$ cat src/rtl/tcce_pkg.sv
// tcce_pkg: shared types and constants of the text console cursor engine
// used by tcce_ctrl, tcce_datapath and text_console_cursor_engine
package tcce_pkg;

  localparam int COLUMNS_DEF = 80;
  localparam int ROWS_DEF    = 25;

  localparam int MODE_W     = 3;
  localparam int CHAR_W     = 8;
  localparam int ROW_W      = 5;
  localparam int COL_W      = 7;
  localparam int POS_W      = 11;
  localparam int STYLE_W    = 8;
  localparam int CELL_W     = CHAR_W + STYLE_W;
  localparam int CFG_IDX_W  = 2;
  localparam int CFG_DATA_W = 8;

  // item modes
  localparam logic [MODE_W-1:0] MODE_PUT   = 3'd0;
  localparam logic [MODE_W-1:0] MODE_SET   = 3'd1;
  localparam logic [MODE_W-1:0] MODE_HOME  = 3'd2;
  localparam logic [MODE_W-1:0] MODE_WRITE = 3'd3;
  localparam logic [MODE_W-1:0] MODE_READ  = 3'd4;

  // control bytes
  localparam logic [CHAR_W-1:0] CH_BS    = 8'h08;
  localparam logic [CHAR_W-1:0] CH_TAB   = 8'h09;
  localparam logic [CHAR_W-1:0] CH_NL    = 8'h0A;
  localparam logic [CHAR_W-1:0] CH_BLANK = 8'h20;

  // configuration register indexes
  localparam logic [CFG_IDX_W-1:0] CFG_STYLE = 2'd0;
  localparam logic [CFG_IDX_W-1:0] CFG_TOP   = 2'd1;
  localparam logic [CFG_IDX_W-1:0] CFG_TAB   = 2'd2;

  localparam logic [STYLE_W-1:0] RESET_STYLE = 8'h0F;
  localparam logic [ROW_W-1:0]   RESET_TOP   = 5'd3;
  localparam logic [ROW_W-1:0]   RESET_TAB   = 5'd4;

  typedef enum logic [3:0] {
    S_CLEAR,
    S_IDLE,
    S_EXEC,
    S_TAB_DIV,
    S_TAB_FILL,
    S_SCR_RD,
    S_SCR_WR,
    S_SCR_BLANK,
    S_RESP
  } ctrl_state_e;

  typedef enum logic [3:0] {
    OP_NONE,
    OP_LOAD,
    OP_CLEAR,
    OP_EXEC,
    OP_DIV,
    OP_FILL,
    OP_SCR_RD,
    OP_SCR_WR,
    OP_BLANK,
    OP_RESP
  } dp_op_e;

  typedef struct packed {
    dp_op_e op;
  } dp_cmd_t;

  typedef struct packed {
    logic is_tab;
    logic scroll_now;
    logic copy_en;
    logic div_last;
    logic fill_last;
    logic ptr_last;
  } dp_stat_t;

endpackage

$ cat src/rtl/tcce_ctrl.sv
// tcce_ctrl: sequencer of the console engine, issues one datapath op per cycle
// depends on tcce_pkg (states, ops, command and status structs)
module tcce_ctrl (
  input  logic               clk_i,
  input  logic               rst_ni,
  input  logic               start_i,
  output logic               busy_o,
  output tcce_pkg::dp_cmd_t  cmd_o,
  input  tcce_pkg::dp_stat_t stat_i
);
  import tcce_pkg::*;

  ctrl_state_e state_q, state_d;

  always_ff @(posedge clk_i or negedge rst_ni) begin
    if (!rst_ni) begin
      state_q <= S_CLEAR;
    end else begin
      state_q <= state_d;
    end
  end

  always_comb begin
    state_d  = state_q;
    cmd_o.op = OP_NONE;
    busy_o   = 1'b1;
    unique case (state_q)
      S_CLEAR: begin
        cmd_o.op = OP_CLEAR;
        if (stat_i.ptr_last) state_d = S_IDLE;
      end
      S_IDLE: begin
        busy_o = 1'b0;
        if (start_i) begin
          cmd_o.op = OP_LOAD;
          state_d  = S_EXEC;
        end
      end
      S_EXEC: begin
        cmd_o.op = OP_EXEC;
        priority if (stat_i.is_tab) begin
          state_d = S_TAB_DIV;
        end else if (stat_i.scroll_now) begin
          state_d = stat_i.copy_en ? S_SCR_RD : S_SCR_BLANK;
        end else begin
          state_d = S_RESP;
        end
      end
      S_TAB_DIV: begin
        cmd_o.op = OP_DIV;
        if (stat_i.div_last) state_d = S_TAB_FILL;
      end
      S_TAB_FILL: begin
        cmd_o.op = OP_FILL;
        if (stat_i.fill_last) begin
          priority if (stat_i.scroll_now) begin
            state_d = stat_i.copy_en ? S_SCR_RD : S_SCR_BLANK;
          end else begin
            state_d = S_RESP;
          end
        end
      end
      S_SCR_RD: begin
        cmd_o.op = OP_SCR_RD;
        state_d  = S_SCR_WR;
      end
      S_SCR_WR: begin
        cmd_o.op = OP_SCR_WR;
        state_d  = stat_i.ptr_last ? S_SCR_BLANK : S_SCR_RD;
      end
      S_SCR_BLANK: begin
        cmd_o.op = OP_BLANK;
        if (stat_i.ptr_last) state_d = S_RESP;
      end
      S_RESP: begin
        cmd_o.op = OP_RESP;
        state_d  = S_IDLE;
      end
      default: begin
        state_d = S_IDLE;
      end
    endcase
  end

endmodule

$ cat config.mk
export PLATFORM = sky130hd
export DESIGN_NAME = tcce_ctrl
export DESIGN_NICKNAME = d
export VERILOG_FILES = /design/src/rtl/tcce_pkg.sv /design/src/rtl/tcce_ctrl.sv
export SDC_FILE = /design/constraint.sdc
export NUM_CORES = 1
export LEC_CHECK = 0
export BUFFER_PORTS_ARGS = -buffer_cell sky130_fd_sc_hd__buf_2
export CORE_AREA = 2 2 39 41
export CTS_BUF_LIST = sky130_fd_sc_hd__clkbuf_4 sky130_fd_sc_hd__clkbuf_8 sky130_fd_sc_hd__clkbuf_16
export DETAILED_ROUTE_END_ITERATION = 16
export DIE_AREA = 0 0 41 43
export GPL_TIMING_DRIVEN = 1
export HOLD_SLACK_MARGIN = 0.15
export PLACE_DENSITY = 0.67
export SLEW_MARGIN = 10
export SYNTH_ARGS = -nofsm -noshare
export SYNTH_HDL_FRONTEND = slang
export SYNTH_SLANG_ARGS = --single-unit
$ cat constraint.sdc
create_clock -name clk_i -period 2.2 [get_ports clk_i]
set_clock_uncertainty 0.15 [all_clocks]
set_input_delay 0.11 -clock clk_i [delete_from_list [all_inputs] [get_ports clk_i]]
set_output_delay 0.11 -clock clk_i [all_outputs]
set_load 0.01 [all_outputs]
==> metrics, run 1 <==
Initial DRT Pass Iterations 4; CTS buffer count 3; largest net degree at the start of global routing 18; Setup crit start kind flip-flop; Die Y 43 µm; first-pass GRT wire length 1.50 mm; Comb power frac 60.1%; actual slew at the worst max-slew pin 505 ps; clk_lat worst skew 230 ps; Clock Sinks 4; reg2reg end state_q[2]; vias in the first global route 358; leak pwr 0.246 nW; WL final 933 µm; Synth area leader dfrtp_1; Crit Path Max Fanout 11; R2R Setup Slk 360 ps; Rows 14; setup TNS 0 ps; clock root cell clkbuf_4; worst relative slew slack 66.3%; Worst Hold Launch stat_i[2]; HPWL after DPL 670 µm; PwrDens 1430 nW/µm²; Setup-failing EPs final 0; Vias 452; Endpoint, Worst Hold state_q[1]; DRC Markers 0; sequence of cells on the critical path or2_2 -> a211o_1 -> nand3_2 -> mux2_2; arrival time at the worst endpoint 1810 ps; Mapped Cells 57; CTS tree done; Netlist cell types 33; cell-internal power 0.422 mW; Tot GR Track Use 12.3%; NetSw 0.361 mW; Initial Utilization 31.8%; # diodes 0; WP buf/inv 0; Max Freq 542 MHz; Mapped Avg Cell Area 7.73 µm²; hold crit path type input pin to flip-flop; fin crit share 83.8%; Hold Fails Final Rpt 0; Switching Share 46.1%; number of synthesized register bits 4; Most flops, register state_q; H-tree depth 1; dpl cell area 495 µm²; Layout area overhead 24.4%; drt via density 5.20; register area share after synthesis 22.7%; Yosys warnings 0; peak supply drop 0.000686 V; critical path type flip-flop to flip-flop; Hold Path Depth 4; CORE AREA 1380 µm²; # IOs 14; Worst R2R Start state_q[2]; antenna violations before repair 0; wire per inst 10.7 µm; cell area after synthesis 440 µm²; dominant cells by area after synthesis dfrtp_1 (23%), mux2_2 (5.1%), nor2_1 (5.1%); Die W 41 µm; clk slew on worst S/H paths 40 ps; ANT nets after route 0; worst r2r path cells 4; Clk network pwr share 11.4%; max FFs per register 4; status completed; delay-heaviest family, CP flip-flops; Final min period 1840 ps; Max-Cap Viols 0; slowest cell delay on critical path 470 ps; total gr overflow 0; Yosys top cell area share 22.7%; die area 1760 µm²; setup ws final 356 ps; gpl congestion 0.757; 1st-iter DRT viols 1; PortBufs 13; Crit-path slowest cell dfrtp_1; worst endpoint required time 2170 ps; Fin Hold WS 158 ps; Post-Route Utilization 39.6%; max-slew violations 0; sequential share of power 28.5%; biggest regs state_q: 4 flops; crit end category flip-flop; Nets 82; design area 548 µm²; CTS Buffer Depth 2; share of cells above drive strength 1 29.6%; syn nets 66; worst slack, placed 367 ps; RSZ-0062 raised after global routing no
[final cells by class]
| type | instances | area, µm² |
|---|---|---|
| multi-input cells | 46 | 299 |
| inverters | 1 | 3.75 |
| well taps | 16 | 20.0 |
| repair buffers | 17 | 103 |
| clock buffers | 3 | 22.5 |
| flip-flops and latches | 4 | 100 |
| fillers | 147 | 836 |
[stage by stage]
stage | std cells | total power, mW
after floorplan | 57 | 0.602
after global placement | 81 | 0.686
after detailed placement | 81 | 0.693
after CTS | 87 | 0.792
after global routing | 87 | 0.879
final | 87 | 0.783
[logic make-up after synthesis]
group,after synthesis,share of synthesized area (%)
XOR/XNOR,2,3.98
flip-flops,4,22.7
AO/OA/AOI/OAI,16,23.6
AND/OR/NAND/NOR,25,33.0
buffers and inverters,7,9.37
multiplexers,3,7.39
[power by group through the flow]
stage               Clock, mW  Sequential [mW]  Combinational [mW]
finish                 0.0894            0.223               0.471
global route            0.100            0.238               0.541
CTS                    0.0950            0.221               0.476
detailed placement          0            0.221               0.472
global placement            0            0.222               0.464
floorplan                   0            0.129               0.473
[cells in the mapped netlist]
library cell / n
o21bai_1: 1
o32a_1: 1
nor3_1: 3
nor4b_1: 1
a22o_1: 1
xnor2_1: 1
o21ai_0: 4
a31oi_1: 1
nand3_1: 1
a211o_1: 1
nor3b_1: 2
buf_6: 1
or2_2: 1
nand2b_1: 1
nor2_1: 6
a21o_1: 1
nand3b_1: 1
buf_4: 1
dfrtp_1: 4
nand2_1: 2
nand3_2: 1
nor4_1: 1
o31ai_1: 2
mux2i_1: 1
nor2b_1: 3
xor2_1: 1
or2b_1: 1
mux2_2: 2
inv_1: 1
buf_2: 3
clkbuf_1: 1
a21oi_1: 4
or3b_1: 1
[cells in the final DEF (no fill, tap or decap), types with 2 or more instances in the layout]
master	synthesis	routed
a21oi_1	4	4
buf_2	3	13
clkbuf_4	0	3
dfrtp_1	4	4
dlygate4sd3_1	0	3
mux2_2	2	2
nand2_1	2	2
nor2_1	6	6
nor2b_1	3	3
nor3_1	3	3
nor3b_1	2	2
o21ai_0	4	4
o31ai_1	2	2
[per-layer routing]
| metal | routed length, µm | GRT usage (%) | vias to the layer above |
|---|---|---|---|
| li1 | - | - | 236 |
| met1 | 429 | 15.3 | 204 |
| met2 | 445 | 18.4 | 12 |
| met3 | 58 | 6.81 | 0 |
| met4 | 0 | 2.00 | 0 |
| met5 | 0 | 0 | - |
[worst register-to-register path, cell delays in order, from the launching register on]
cell     delay (ps)
dfrtp_1         470
or2_2           330
a211o_1         310
nand3_2         120
mux2_2          340
[worst max-delay path by stage]
stage	end	cells past startpoint	slack [ps]	start
floorplan	state_q[0]	4	540	state_q[2]
global placement	state_q[2]	4	380	state_q[0]
detailed placement	state_q[2]	4	370	state_q[2]
CTS	state_q[2]	4	360	state_q[2]
global route	state_q[2]	4	230	state_q[0]
finish	state_q[2]	4	360	state_q[2]
[what timing repair did]
action                    in CTS  in global routing
resized for setup              0                  0
hold buffers                   3                  0
hold endpoints to repair       5                  0
buffers inserted               0                  0
(Power assumes the default switching activity.)
==> inputs of run 2 (changes only) <==
ABC_AREA = 1   (was not set)
PLACE_DENSITY = 0.72   (was 0.67)
clock period = 1.8 ns   (was 2.2 ns; I/O delays follow)
==> run 2 against run 1 <==
Area after synthesis rose by 15%; setup slack got worse by 200 ps; non-clock buffer count did not move; count of clock-buffer cells in the layout did not move; first-iteration DRC count rose to 13 times the previous value; sequential share of layout area fell by 2.8 points; wire length rose by 33%; synthesized cell count rose by 56%; power rose by 38%; final area rose by 18%; largest power group unchanged.
==> metrics, run 2 <==
Worst Hold Launch stat_i[0] (was stat_i[2]); register area share after synthesis 19.8% (was 22.7%); EDFF count, synth 0 (unchanged); Max-Cap Viols 0 (unchanged); Mapped Cells 89 (was 57); share of cells above drive strength 1 30.6% (was 29.6%); fin crit share 91.1%; Max Freq 610 MHz; RSZ-0062 raised after global routing no (unchanged); biggest regs state_q: 4 flops (unchanged); actual slew at the worst max-slew pin 364 ps (was 505 ps); wire per inst 10.0 µm (was 10.7 µm); CTS tree done (unchanged); Vias 592 (was 452); critical path type flip-flop to output pin (was flip-flop to flip-flop); reg2reg end state_q[1] (was state_q[2]); worst relative slew slack 75.7% (was 66.3%); slowest cell delay on critical path 500 ps (was 470 ps); sequential share of power 20.1% (was 28.5%); Nets 119 (was 82); peak supply drop 0.000817 V (was 0.000686 V); Comb power frac 69.9% (was 60.1%); Layout area overhead 28.2% (was 24.4%); Netlist cell types 17 (was 33); CTS buffer count 3 (unchanged); Endpoint, Worst Hold state_q[3] (was state_q[1]); WL final 1.24 mm (was 933 µm); first-pass GRT wire length 2.10 mm (was 1.50 mm); Crit-path slowest cell dfrtp_1 (unchanged); Post-CTS Setup Inserts 0 (unchanged); Crit Path Max Fanout 7 (was 11); Hold Fails Final Rpt 0 (unchanged); # IOs 14 (unchanged); CTS Buffer Depth 2 (unchanged); DRC Markers 0 (unchanged); Switching Share 55.5% (was 46.1%); Final min period 1640 ps; multi-input combinational cell area 339 µm² (was 299 µm²); dominant cells by area after synthesis nand2_1 (22%), dfrtp_1 (20%), nand3_1 (9.9%) (was dfrtp_1 (23%), mux2_2 (5.1%), nor2_1 (5.1%)); most frequent cell after synthesis nand2_1 (was nor2_1); clock root cell clkbuf_4 (unchanged); Commonest cells post-synth nand2_1 (30), inv_1 (11), nand3_1 (10), nor2_1 (10) (was nor2_1 (6), a21oi_1 (4), dfrtp_1 (4), o21ai_0 (4)); Yosys top cell area share 22.3% (was 22.7%); Setup crit start kind flip-flop (unchanged); largest net degree at the start of global routing 10 (was 18); Sequential Area 100 µm² (unchanged); setup TNS 0 ps (unchanged); cts repair resizes 0 (unchanged); status completed (unchanged); Clk network pwr share 10.0% (was 11.4%); number of synthesized register bits 4 (unchanged); Worst R2R Start state_q[3] (was state_q[2]); WP buf/inv 2 (was 0); Initial DRT Pass Iterations 4 (unchanged); Mapped Avg Cell Area 5.68 µm² (was 7.73 µm²); H-tree depth 1 (unchanged); layout filler cell count 141 (was 147); sequence of cells on the critical path inv_2 -> nand2_1 -> nor2_1 -> nor2_1 -> nand2_1 -> buf_2 (was or2_2 -> a211o_1 -> nand3_2 -> mux2_2); hold crit path type input pin to flip-flop (unchanged); most frequent cells in the layout nand2_1 (30), buf_2 (13), inv_1 (11) (was buf_2 (13), nor2_1 (6), o21ai_0 (4), a21oi_1 (4), dfrtp_1 (4)); crit end category output pin (was flip-flop); Fin Hold WS 153 ps (was 158 ps); worst r2r path cells 7 (was 4); Hold Path Depth 5 (was 4); R2R Setup Slk 350 ps (was 360 ps); ANT nets after route 0 (unchanged); Die W 41 µm (unchanged); Initial Utilization 36.5% (was 31.8%); Yosys warnings 0 (unchanged); commonest non-fill, non-tap cell in the layout nand2_1 (was buf_2); Tot GR Track Use 17.6% (was 12.3%); Clock Sinks 4 (unchanged); Rows 14 (unchanged); # diodes 0 (unchanged); syn nets 98 (was 66); clk_lat worst skew 230 ps (about the same); worst endpoint required time 1560 ps (was 2170 ps); max FFs per register 4 (unchanged); Synth area leader nand2_1 (was dfrtp_1); HPWL after DPL 1.03 mm (was 670 µm); delay-heaviest family, CP flip-flops (unchanged); PwrDens 1670 nW/µm² (was 1430 nW/µm²); Most flops, register state_q (unchanged); clk slew on worst S/H paths 40 ps (about the same); max-slew violations 0 (unchanged); Die Y 43 µm (unchanged); Setup-failing EPs final 0 (unchanged); asr flop ratio synth 100% (unchanged); predominant post-synthesis flop cell dfrtp_1 (unchanged); arrival time at the worst endpoint 1400 ps (was 1810 ps); NetSw 0.601 mW (was 0.361 mW); drt via density 4.77 (was 5.20); total gr overflow 0 (unchanged); vias in the first global route 557 (was 358); die area 1760 µm² (unchanged); antenna violations before repair 0 (unchanged); gpl congestion 0.860 (was 0.757); cell-internal power 0.481 mW (was 0.422 mW); cell area after synthesis 505 µm² (was 440 µm²); 1st-iter DRT viols 13 (was 1); CORE AREA 1380 µm² (unchanged); PortBufs 13 (unchanged); leak pwr 0.384 nW (was 0.246 nW)
-- run 2: cell types whose count changed in the layout (fill, tap and decap cells not counted), moves of 2 or more --
cell	before	now
nand3_1	1	10
inv_2	0	4
nor2_1	6	10
nor3b_1	2	0
nand3_2	1	3
o21ai_0	4	1
inv_1	1	11
nor3_1	3	0
nand2_2	0	3
nor2_2	0	4
o31ai_1	2	0
mux2_2	2	0
nor2b_1	3	0
nand2_1	2	30
-- run 2: repair_timing --
item | 4_1_cts | 5_1_grt
hold endpoints to repair | 5 | 0
endpoints found under the setup margin | 0 | 0
hold buffers | 4 | 0
-- run 2: worst max-delay path by stage --
stage | depth (start not counted) | endpoint | startpoint | slack (ps)
2_1_floorplan | 7 | state_q[0] | state_q[3] | 490
3_3_place_gp | 6 | state_q[0] | state_q[3] | 410
3_5_place_dp | 6 | state_q[0] | state_q[3] | 380
4_1_cts | 6 | cmd_o[1] | state_q[3] | 160
5_1_grt | 7 | cmd_o[2] | state_q[1] | 50
6_report | 6 | cmd_o[1] | state_q[3] | 160
-- run 2: per-layer routing --
metal / vias to the layer above / GRT usage [%] / wire (µm)
met4: 0 / 8.00 / 0
met3: 0 / 3.14 / 76
met2: 23 / 29.1 / 624
li1: 313 / - / -
met1: 256 / 20.6 / 543
met5: - / 0 / 0
-- run 2: power groups by stage --
stage	Combinational [mW]	Sequential [mW]	Clock (mW)
floorplan	0.576	0.187	0
global placement	0.741	0.215	0
detailed placement	0.747	0.218	0
CTS	0.756	0.217	0.115
global route	0.856	0.225	0.121
finish	0.756	0.217	0.108
-- run 2: through the flow --
step           utilization (%)  area [µm²]  power (mW)  cells  worst slack (ps)
5_1_grt                   46.8         648        1.20    124              53.1
6_report                  46.8         648        1.08    124               161
3_5_place_dp              42.3         586       0.965    117               381
2_1_floorplan                -         505       0.763     89               485
4_1_cts                   46.8         648        1.09    124               156
3_3_place_gp              42.3         586       0.957    117               408
-- run 2: worst min-delay path: stages --
cell and delay, ps:
buf_2 120, inv_1 70, nand2_1 60, nand3_2 100
nor2_1 50
-- run 2: kinds of logic (layout without fill, tap and decap cells) --
family	count (synthesis)	in the layout	synth area share, %
AO/OA/AOI/OAI	6	6	6.68
AND/OR/NAND/NOR	62	62	60.4
flip-flops	4	4	19.8
buffers and inverters	17	36	13.1
-- run 2: cell type report --
type / instances / share of cell area (%)
tap: 16 / 3.09
multi-input combinational: 68 / 52.3
clock buffer: 3 / 3.47
timing repair buffer: 17 / 16.2
inverter: 16 / 9.46
sequential: 4 / 15.4
